--- config.mk ---
export PLATFORM = sky130hd
export DESIGN_NAME = vgm_command_stream_filter
export DESIGN_NICKNAME = d
export VERILOG_FILES = /design/src/rtl/vgmf_pkg.sv /design/src/rtl/vgmf_parser.sv /design/src/rtl/vgmf_out_queue.sv /design/src/rtl/vgm_command_stream_filter.sv
export VERILOG_INCLUDE_DIRS = /design/src /design/src/rtl
export SDC_FILE = /design/constraint.sdc
export NUM_CORES = 1
export LEC_CHECK = 0
export ABC_AREA = 1
export BUFFER_PORTS_ARGS = -buffer_cell sky130_fd_sc_hd__buf_2
export CORE_AREA = 5 5 165 167
export CTS_CLUSTER_SIZE = 30
export DETAILED_ROUTE_END_ITERATION = 12
export DIE_AREA = 0 0 170 172
export PLACE_DENSITY = 0.63
export SLEW_MARGIN = 20
export SYNTH_ARGS = -nofsm -noshare
export SYNTH_HDL_FRONTEND = slang
export SYNTH_HIERARCHICAL = 1
export SYNTH_SLANG_ARGS = --single-unit
--- constraint.sdc ---
create_clock -name aclk -period 4 [get_ports aclk]
set_clock_uncertainty 0.05 [all_clocks]
set_input_delay 0.6 -clock aclk [delete_from_list [all_inputs] [get_ports aclk]]
set_output_delay 0.6 -clock aclk [all_outputs]
set_load 0.02 [all_outputs]
--- src/rtl/vgm_command_stream_filter_defines.svh ---
// ----------------------------------------------------------------------------
// vgm command stream filter assertion macros
// shared property forms used by the filter rtl
// ----------------------------------------------------------------------------
`ifndef VGM_COMMAND_STREAM_FILTER_DEFINES_SVH
`define VGM_COMMAND_STREAM_FILTER_DEFINES_SVH

// condition that must hold at every clock edge out of reset
`define VGMF_ASSERT_ALWAYS(label, cond, msg) \
    label: assert property (@(posedge aclk) disable iff (!aresetn) (cond)) \
        else $error(msg);

// condition in one cycle implies a consequence in the next
`define VGMF_ASSERT_NEXT(label, ante, cons, msg) \
    label: assert property (@(posedge aclk) disable iff (!aresetn) (ante) |=> (cons)) \
        else $error(msg);

`endif

--- src/rtl/vgmf_pkg.sv ---
// ----------------------------------------------------------------------------
// vgmf_pkg
// types, status codes and command codes of the vgm command stream filter
// ----------------------------------------------------------------------------
package vgmf_pkg;

    localparam int QDEPTH = 4;
    localparam int PTR_W  = $clog2(QDEPTH);
    localparam int CNT_W  = $clog2(QDEPTH + 1);

    // result status codes
    localparam logic [2:0] ST_BYTE    = 3'd0;
    localparam logic [2:0] ST_END     = 3'd1;
    localparam logic [2:0] ST_UNKNOWN = 3'd2;
    localparam logic [2:0] ST_CORRUPT = 3'd3;
    localparam logic [2:0] ST_EARLY   = 3'd4;
    localparam logic [2:0] ST_LIMIT   = 3'd5;

    // command bytes
    localparam logic [7:0] CMD_STEREO     = 8'h4F;
    localparam logic [7:0] CMD_TONE       = 8'h50;
    localparam logic [7:0] CMD_WAIT       = 8'h61;
    localparam logic [7:0] CMD_WAIT_NTSC  = 8'h62;
    localparam logic [7:0] CMD_WAIT_PAL   = 8'h63;
    localparam logic [7:0] CMD_END        = 8'h66;
    localparam logic [7:0] CMD_BLOCK      = 8'h67;
    localparam logic [7:0] CMD_SHORT_LO   = 8'h70;
    localparam logic [7:0] CMD_SHORT_HI   = 8'h7F;

    typedef struct packed {
        logic [7:0]  out_byte;
        logic [2:0]  status;
        logic [15:0] bytes_written;
        logic        last_of_run;
    } result_t;

    // results caused by one accepted word
    typedef struct packed {
        logic [1:0] count;
        result_t    r0;
        result_t    r1;
    } step_out_t;

    function automatic result_t make_result(logic [7:0] b, logic [2:0] st,
                                            logic [15:0] bw, logic last);
        result_t r;
        r.out_byte      = b;
        r.status        = st;
        r.bytes_written = bw;
        r.last_of_run   = last;
        return r;
    endfunction

endpackage

--- src/rtl/vgmf_parser.sv ---
// ----------------------------------------------------------------------------
// vgmf_parser
// command phase tracking and result generation for one input word per cycle while accept is high
// ----------------------------------------------------------------------------
`include "vgm_command_stream_filter_defines.svh"

module vgmf_parser #(
    parameter int unsigned OUTPUT_LIMIT         = 65532,
    parameter int unsigned DELAY_PRESCALE_SHIFT = 4
) (
    input  logic                aclk,
    input  logic                aresetn,
    input  logic                accept,
    input  logic [7:0]          data_byte,
    input  logic                input_ended,
    output vgmf_pkg::step_out_t step_out
);

    localparam logic [3:0] PH_CMD    = 4'd0;
    localparam logic [3:0] PH_STEREO = 4'd1;
    localparam logic [3:0] PH_TONE   = 4'd2;
    localparam logic [3:0] PH_DLO    = 4'd3;
    localparam logic [3:0] PH_DHI    = 4'd4;
    localparam logic [3:0] PH_BMARK  = 4'd5;
    localparam logic [3:0] PH_BTYPE  = 4'd6;
    localparam logic [3:0] PH_BLEN0  = 4'd7;
    localparam logic [3:0] PH_BLEN1  = 4'd8;
    localparam logic [3:0] PH_BLEN2  = 4'd9;
    localparam logic [3:0] PH_BLEN3  = 4'd10;
    localparam logic [3:0] PH_BBODY  = 4'd11;
    localparam logic [3:0] PH_HALT   = 4'd12;

    localparam logic [15:0] LIMIT = 16'(OUTPUT_LIMIT);

    logic [3:0]  phase_reg, phase_next;
    logic [31:0] blk_reg,   blk_next;
    logic [7:0]  dlo_reg,   dlo_next;
    logic [15:0] bw_reg,    bw_next;
    logic [2:0]  stop_reg,  stop_next;

    logic [15:0] bw_inc1;
    logic [15:0] bw_inc2;
    logic [15:0] wait_scaled;

    assign bw_inc1     = bw_reg + 16'd1;
    assign bw_inc2     = bw_reg + 16'd2;
    assign wait_scaled = {data_byte, dlo_reg} >> DELAY_PRESCALE_SHIFT;

    always_comb begin
        phase_next     = phase_reg;
        blk_next       = blk_reg;
        dlo_next       = dlo_reg;
        bw_next        = bw_reg;
        stop_next      = stop_reg;
        step_out       = '0;

        if (phase_reg == PH_HALT) begin
            step_out.count = 2'd1;
            step_out.r0    = vgmf_pkg::make_result(8'h00, stop_reg, bw_reg, 1'b1);
        end else if (phase_reg == PH_CMD) begin
            if (bw_reg >= LIMIT) begin
                phase_next     = PH_HALT;
                stop_next      = vgmf_pkg::ST_LIMIT;
                step_out.count = 2'd1;
                step_out.r0    = vgmf_pkg::make_result(8'h00, vgmf_pkg::ST_LIMIT,
                                                       bw_reg, 1'b1);
            end else if (input_ended) begin
                phase_next     = PH_HALT;
                stop_next      = vgmf_pkg::ST_EARLY;
                step_out.count = 2'd1;
                step_out.r0    = vgmf_pkg::make_result(8'h00, vgmf_pkg::ST_EARLY,
                                                       bw_reg, 1'b1);
            end else if (data_byte == vgmf_pkg::CMD_STEREO) begin
                phase_next = PH_STEREO;
            end else if (data_byte == vgmf_pkg::CMD_TONE ||
                         data_byte == vgmf_pkg::CMD_WAIT ||
                         data_byte == vgmf_pkg::CMD_WAIT_NTSC ||
                         data_byte == vgmf_pkg::CMD_WAIT_PAL) begin
                bw_next        = bw_inc1;
                step_out.count = 2'd1;
                step_out.r0    = vgmf_pkg::make_result(data_byte, vgmf_pkg::ST_BYTE,
                                                       bw_inc1, 1'b1);
                if (data_byte == vgmf_pkg::CMD_TONE) begin
                    phase_next = PH_TONE;
                end else if (data_byte == vgmf_pkg::CMD_WAIT) begin
                    phase_next = PH_DLO;
                end
            end else if (data_byte == vgmf_pkg::CMD_END) begin
                phase_next     = PH_HALT;
                stop_next      = vgmf_pkg::ST_END;
                step_out.count = 2'd1;
                step_out.r0    = vgmf_pkg::make_result(8'h00, vgmf_pkg::ST_END,
                                                       bw_reg, 1'b1);
            end else if (data_byte == vgmf_pkg::CMD_BLOCK) begin
                phase_next = PH_BMARK;
            end else if (data_byte >= vgmf_pkg::CMD_SHORT_LO &&
                         data_byte <= vgmf_pkg::CMD_SHORT_HI) begin
                // short wait, dropped
                phase_next = PH_CMD;
            end else begin
                phase_next     = PH_HALT;
                stop_next      = vgmf_pkg::ST_UNKNOWN;
                step_out.count = 2'd1;
                step_out.r0    = vgmf_pkg::make_result(8'h00, vgmf_pkg::ST_UNKNOWN,
                                                       bw_reg, 1'b1);
            end
        end else if (input_ended) begin
            phase_next     = PH_HALT;
            stop_next      = vgmf_pkg::ST_EARLY;
            step_out.count = 2'd1;
            step_out.r0    = vgmf_pkg::make_result(8'h00, vgmf_pkg::ST_EARLY,
                                                   bw_reg, 1'b1);
        end else begin
            case (phase_reg)
                PH_STEREO: begin
                    phase_next = PH_CMD;
                end
                PH_TONE: begin
                    bw_next        = bw_inc1;
                    step_out.count = 2'd1;
                    step_out.r0    = vgmf_pkg::make_result(data_byte, vgmf_pkg::ST_BYTE,
                                                           bw_inc1, 1'b1);
                    phase_next     = PH_CMD;
                end
                PH_DLO: begin
                    dlo_next   = data_byte;
                    phase_next = PH_DHI;
                end
                PH_DHI: begin
                    bw_next        = bw_inc2;
                    step_out.count = 2'd2;
                    step_out.r0    = vgmf_pkg::make_result(wait_scaled[7:0],
                                                           vgmf_pkg::ST_BYTE, bw_inc1, 1'b0);
                    step_out.r1    = vgmf_pkg::make_result(wait_scaled[15:8],
                                                           vgmf_pkg::ST_BYTE, bw_inc2, 1'b1);
                    phase_next     = PH_CMD;
                end
                PH_BMARK: begin
                    if (data_byte == vgmf_pkg::CMD_END) begin
                        phase_next = PH_BTYPE;
                    end else begin
                        phase_next     = PH_HALT;
                        stop_next      = vgmf_pkg::ST_CORRUPT;
                        step_out.count = 2'd1;
                        step_out.r0    = vgmf_pkg::make_result(8'h00,
                                                               vgmf_pkg::ST_CORRUPT,
                                                               bw_reg, 1'b1);
                    end
                end
                PH_BTYPE: begin
                    blk_next   = '0;
                    phase_next = PH_BLEN0;
                end
                PH_BLEN0: begin
                    blk_next[7:0] = data_byte;
                    phase_next    = PH_BLEN1;
                end
                PH_BLEN1: begin
                    blk_next[15:8] = data_byte;
                    phase_next     = PH_BLEN2;
                end
                PH_BLEN2: begin
                    blk_next[23:16] = data_byte;
                    phase_next      = PH_BLEN3;
                end
                PH_BLEN3: begin
                    blk_next[31:24] = data_byte;
                    // zero-length block goes straight back to commands
                    phase_next = ({data_byte, blk_reg[23:0]} != 32'd0) ? PH_BBODY : PH_CMD;
                end
                PH_BBODY: begin
                    blk_next = blk_reg - 32'd1;
                    if (blk_reg == 32'd1) begin
                        phase_next = PH_CMD;
                    end
                end
                default: begin
                    phase_next = PH_CMD;
                end
            endcase
        end
    end

    always_ff @(posedge aclk) begin
        if (!aresetn) begin
            phase_reg <= PH_CMD;
            blk_reg   <= '0;
            bw_reg    <= '0;
            stop_reg  <= vgmf_pkg::ST_BYTE;
        end else if (accept) begin
            phase_reg <= phase_next;
            blk_reg   <= blk_next;
            bw_reg    <= bw_next;
            stop_reg  <= stop_next;
        end
    end

    always_ff @(posedge aclk) begin
        if (accept) begin
            dlo_reg <= dlo_next;
        end
    end

    `VGMF_ASSERT_NEXT(a_halt_sticks, phase_reg == PH_HALT, phase_reg == PH_HALT, "parser left halt without reset")
    `VGMF_ASSERT_NEXT(a_bw_step, 1'b1, (16'(bw_reg - $past(bw_reg)) <= 16'd2), "byte count jumped by more than two")
    `VGMF_ASSERT_ALWAYS(a_halt_code, (phase_reg != PH_HALT) || (stop_reg != vgmf_pkg::ST_BYTE), "halted with byte status")

endmodule

--- src/rtl/vgmf_out_queue.sv ---
// ----------------------------------------------------------------------------
// vgmf_out_queue
// small result queue taking up to two results per cycle and giving one while out_ready is high
// ----------------------------------------------------------------------------
`include "vgm_command_stream_filter_defines.svh"

module vgmf_out_queue (
    input  logic                aclk,
    input  logic                aresetn,
    input  logic                push,
    input  vgmf_pkg::step_out_t step_out,
    output logic                in_ready,
    output logic                out_valid,
    input  logic                out_ready,
    output vgmf_pkg::result_t   out_head
);

    vgmf_pkg::result_t entries_reg [vgmf_pkg::QDEPTH];

    logic [vgmf_pkg::PTR_W-1:0] wr_ptr_reg, wr_ptr_next;
    logic [vgmf_pkg::PTR_W-1:0] rd_ptr_reg, rd_ptr_next;
    logic [vgmf_pkg::CNT_W-1:0] count_reg,  count_next;
    logic [vgmf_pkg::PTR_W-1:0] wr_ptr_p1;
    logic [1:0]                 n_push;
    logic                       pop;

    // room for a full two-result word must exist before accepting
    assign in_ready  = count_reg <= vgmf_pkg::CNT_W'(vgmf_pkg::QDEPTH - 2);
    assign out_valid = count_reg != '0;
    assign out_head  = entries_reg[rd_ptr_reg];
    assign pop       = out_valid & out_ready;
    assign n_push    = push ? step_out.count : 2'd0;
    assign wr_ptr_p1 = wr_ptr_reg + vgmf_pkg::PTR_W'(1);

    always_comb begin
        wr_ptr_next = wr_ptr_reg + vgmf_pkg::PTR_W'(n_push);
        rd_ptr_next = rd_ptr_reg + vgmf_pkg::PTR_W'(pop);
        count_next  = count_reg + vgmf_pkg::CNT_W'(n_push) - vgmf_pkg::CNT_W'(pop);
    end

    always_ff @(posedge aclk) begin
        if (!aresetn) begin
            wr_ptr_reg <= '0;
            rd_ptr_reg <= '0;
            count_reg  <= '0;
        end else begin
            wr_ptr_reg <= wr_ptr_next;
            rd_ptr_reg <= rd_ptr_next;
            count_reg  <= count_next;
        end
    end

    always_ff @(posedge aclk) begin
        if (n_push != 2'd0) begin
            entries_reg[wr_ptr_reg] <= step_out.r0;
        end
        if (n_push == 2'd2) begin
            entries_reg[wr_ptr_p1] <= step_out.r1;
        end
    end

    `VGMF_ASSERT_ALWAYS(a_count_bound, count_reg <= vgmf_pkg::CNT_W'(vgmf_pkg::QDEPTH), "result queue overflow")
    `VGMF_ASSERT_ALWAYS(a_push_room, !push || (count_reg <= vgmf_pkg::CNT_W'(vgmf_pkg::QDEPTH - 2)), "push without room")
    `VGMF_ASSERT_NEXT(a_ptr_track, 1'b1, vgmf_pkg::PTR_W'(wr_ptr_reg - rd_ptr_reg) == count_reg[vgmf_pkg::PTR_W-1:0], "pointers disagree with count")

endmodule

--- src/rtl/vgm_command_stream_filter.sv ---
// output: each result is queued when its byte is accepted and offered in order
// throughput: one byte per cycle while the master side is ready; only the last byte of a
//   0x61 wait gives two results and it always follows a byte that gives none, so the
//   four-entry result queue holds at most two and never stalls the input
// reset: synchronous aresetn low returns the parser to the command phase, clears the
//   byte count and empties the result queue; no clearing pass is needed
// ----------------------------------------------------------------------------
// vgm_command_stream_filter
// compacts a vgm sound-data byte stream to tone writes, waits, stop codes and frame waits
// ----------------------------------------------------------------------------
module vgm_command_stream_filter #(
    parameter int unsigned OUTPUT_LIMIT         = 65532,
    parameter int unsigned DELAY_PRESCALE_SHIFT = 4
) (
    input  logic        aclk,
    input  logic        aresetn,

    input  logic        s_tvalid,
    output logic        s_tready,
    input  logic [7:0]  s_tdata,   // [7:0] data_byte
    input  logic        s_tuser,   // [0] input_ended

    output logic        m_tvalid,
    input  logic        m_tready,
    output logic [23:0] m_tdata,   // [7:0] out_byte, [23:8] bytes_written
    output logic [2:0]  m_tuser,   // [2:0] status
    output logic        m_tlast    // last_of_run
);

    logic                accept;
    vgmf_pkg::step_out_t step_out;
    vgmf_pkg::result_t   head;

    assign accept = s_tvalid & s_tready;

    vgmf_parser #(
        .OUTPUT_LIMIT         (OUTPUT_LIMIT),
        .DELAY_PRESCALE_SHIFT (DELAY_PRESCALE_SHIFT)
    ) u_parser (
        .aclk        (aclk),
        .aresetn     (aresetn),
        .accept      (accept),
        .data_byte   (s_tdata),
        .input_ended (s_tuser),
        .step_out    (step_out)
    );

    vgmf_out_queue u_queue (
        .aclk      (aclk),
        .aresetn   (aresetn),
        .push      (accept),
        .step_out  (step_out),
        .in_ready  (s_tready),
        .out_valid (m_tvalid),
        .out_ready (m_tready),
        .out_head  (head)
    );

    assign m_tdata = {head.bytes_written, head.out_byte};
    assign m_tuser = head.status;
    assign m_tlast = head.last_of_run;

endmodule

==> impl_results.md <==
- Status: completed
- Worst VDD drop: 447 µV
- Sink Count: approximately 180
- Cell mode on critical path: nand2_1
- Syn_area_per_cell: 7.16 µm²
- Final wirelength: around 33 mm
- CP delay by family, top: simple AND/OR/NAND/NOR gates
- Area grow syn2layout: 8.18%
- Worst-path maximum fanout: 20
- Die area: ~29000 µm²
- Relative slew slack: 0.373
- Fin. Hold Viols: 0
- RSZ-0062 raised after global routing: no
- Avg Vias per Cell: 5.47
- Drt first pass iters: 6
- # DRC: 0
- Synth Flop Type: edfxtp_1
- CTS tree: built
- Vias in the first global route: between 9000 and 10000
- Critical path buffer and inverter count: 1
- CTS buffer count: 17
- Period utilization: 0.790
- FMAX: between 0.3 and 0.4 GHz
- Leakage: 5.08 nW
- Post-synth ARST share: 0
- Port buffer count: 42
- Critical path endpoint category: flip-flop
- Clock tree buffer depth: 2
- Tot Pwr: around 6.9 mW
- Layout Nets: around 1700
- GRT Total Usage: 0.225
- Setup TNS Final: 0 ps
- Max Cap Violations: 0
- Max-slew violations: 0
- Initial antenna violation count: 0
- Post-CTS Hold Fix Bufs: 0
- Worst Path Required: slightly above 4000 ps
- Routed WL per cell: 16.6 µm
- Critical Path AT: 3240 ps
- Final Core Density: 0.491
- Max FFs per register: 112
- HP Class: reg -> reg
- Yosys cell types: 48
- Rows: 59
- Mapped cell area: roughly 12000 µm²
- Antenna Cells: 0
- Pwr dens: roughly 550 nW/µm²
- Syn Inst Count: 1625
- Sequential element share of the synthesized area: 0.406
- Post-Synth Adder-Cell Area: 0.0103
- Setup-failing EPs final: 0
- Layout cell share with drive strength beyond 1: 0.122
- Die width: 170 µm
- DRT iter0 DRCs: between 1000 and 1500
- CP cell instances: nand2_1, nor2_4, nand2_1, nor3_2, nor2_2, nand2_1, o21ai_0, nand2_1, nand2_1, nand2_1, nand2_1, nand2_1, buf_12
- Initial cell density of the core: 0.454
- HPWL Detailed: 22.4 mm
- Synth Warn #: 6
- Xor-xnor portion of the synthesized cell area: 0.0121
- H-tree depth: 4
- Slowest cell on the critical path: dfxtp_1
- FF+latch count, synth: between 150 and 200
- Clock Tree Root: clkbuf_16
- CTS clk-pin slew, worst paths: 70 ps
- Min cycle time layout: between 3000 and 4000 ps
- Via count: 10821
- Area share of and/or/nand/nor cells after synthesis: 0.287
- Post-CTS resize count: 0
- IO Pins: 43
- Critical path type: reg -> reg
- Die H: ~170 µm
- Grt ovf: 0
- Largest family of logic cells by synthesized area: simple AND/OR/NAND/NOR gates
- EDFF count, synth: ~120
- Synth Area in Compound Gates: 0.192
- DRT antenna net count: 0
- Crit path launch type: flip-flop
- Slew at the pin closest to its max-slew limit: a little over 900 ps
- Gpl congestion: a little over 0.9
- Slowest stage delay, CP: 490 ps
- Largest net degree at the start of global routing: 58
- Core Region: 25600 µm²
- Mux contribution to synthesized area: 0
- First-pass GRT wire length: approximately 53 mm
- Clk_lat worst skew: 430 ps
- Postcts setup bufs: 0
[layout by cell type (no fill, tap or decap), types with 4 or more instances in the layout]
master     instances
nor2_2             9
clkbuf_16         17
xor2_1            13
nand2_1          427
o21ai_2           31
conb_1             7
inv_6              4
nor2_4             6
o211ai_1           4
o22ai_1           34
buf_2             42
a21oi_2            7
inv_2             16
nand2_2           16
o21ai_0          183
inv_1            127
edfxtp_1         116
ha_1               8
nand3_1           78
dfxtp_1           61
nor3_1             7
nand4_1           16
buf_4             20
or2_2              7
o21ai_1           47
and2_1             4
nand2_4            7
nor2_1           208
a21oi_1           83
[power breakdown]
group / internal (mW) / switching [mW]
clock network: 0.998 / 0.774
registers: 2.31 / 0.134
logic: 0.823 / 1.85
[layer usage]
metal  vias to the layer above  global-route usage  share of wire
met4                         0              0.0528          0.011
met1                      4999               0.313           0.46
met5                         -                   0              0
li1                       5402                   -              -
met2                       388               0.378           0.47
met3                        32              0.0251          0.064
[area by class of cell]
| cell class | instances | area [µm²] |
|---|---|---|
| clock buffer | 18 | 429 |
| clock inverter | 14 | 178 |
| fill | 2532 | 13000 |
| inverter | 145 | 547 |
| multi-input combinational | 1225 | 5860 |
| sequential | 178 | 4730 |
| tap | 335 | 419 |
| timing repair buffer | 65 | 420 |
[worst min-delay path: cells and delay by family, from the launching register on]
kind             cells  cell delay (ps)
AO/OA/AOI/OAI        1               50
flip-flops           1              310
AND/OR/NAND/NOR      1               60
[worst paths after layout]
check                       startpoint                        end  slack [ps]  cells after the start
hold / removal    u_parser/stop_reg[2]       u_parser/stop_reg[2]         420                      2
setup / recovery    u_parser/bw_reg[6]  u_queue/entries_reg[0][8]         840                     13
setup reg to reg    u_parser/bw_reg[6]  u_queue/entries_reg[0][8]         840                     13
hold reg to reg   u_parser/stop_reg[2]       u_parser/stop_reg[2]         420                      2
[logic make-up (layout without fill, tap and decap cells)]
kind of cell | count (synthesis) | count (layout)
compound gates | 401 | 401
xor+xnor | 16 | 16
fa+ha+maj | 9 | 9
buf+inv | 228 | 242
flops | 178 | 178
other cells | 1 | 7
simple gates | 792 | 792
[through the flow]
stage | setup slack, ps | hold WS, ps | cell area, µm² | cells
floorplan | 798 | 391 | 11600 | 1631
global placement | 752 | 402 | 12000 | 1948
detailed placement | 635 | 407 | 12000 | 1948
CTS | 884 | 417 | 12600 | 1980
global route | 656 | 440 | 12600 | 1980
finish | 841 | 417 | 12600 | 1980
[cell usage after synthesis (12+ instances only)]
cell	number	share of area
nand2_1	428	0.14
nor2_1	208	0.067
o21ai_0	183	0.079
inv_1	127	0.041
edfxtp_1	116	0.30
a21oi_1	83	0.036
nand3_1	78	0.034
dfxtp_1	62	0.11
o21ai_1	47	0.020
clkbuf_1	34	0.011
o22ai_1	34	0.018
o21ai_2	31	0.023
inv_2	16	0.0052
nand4_1	16	0.0086
buf_6	15	0.015
nand2_2	15	0.0081
buf_2	13	0.0056
xor2_1	13	0.0098
buf_4	12	0.0077
(Power assumes the default switching activity.)
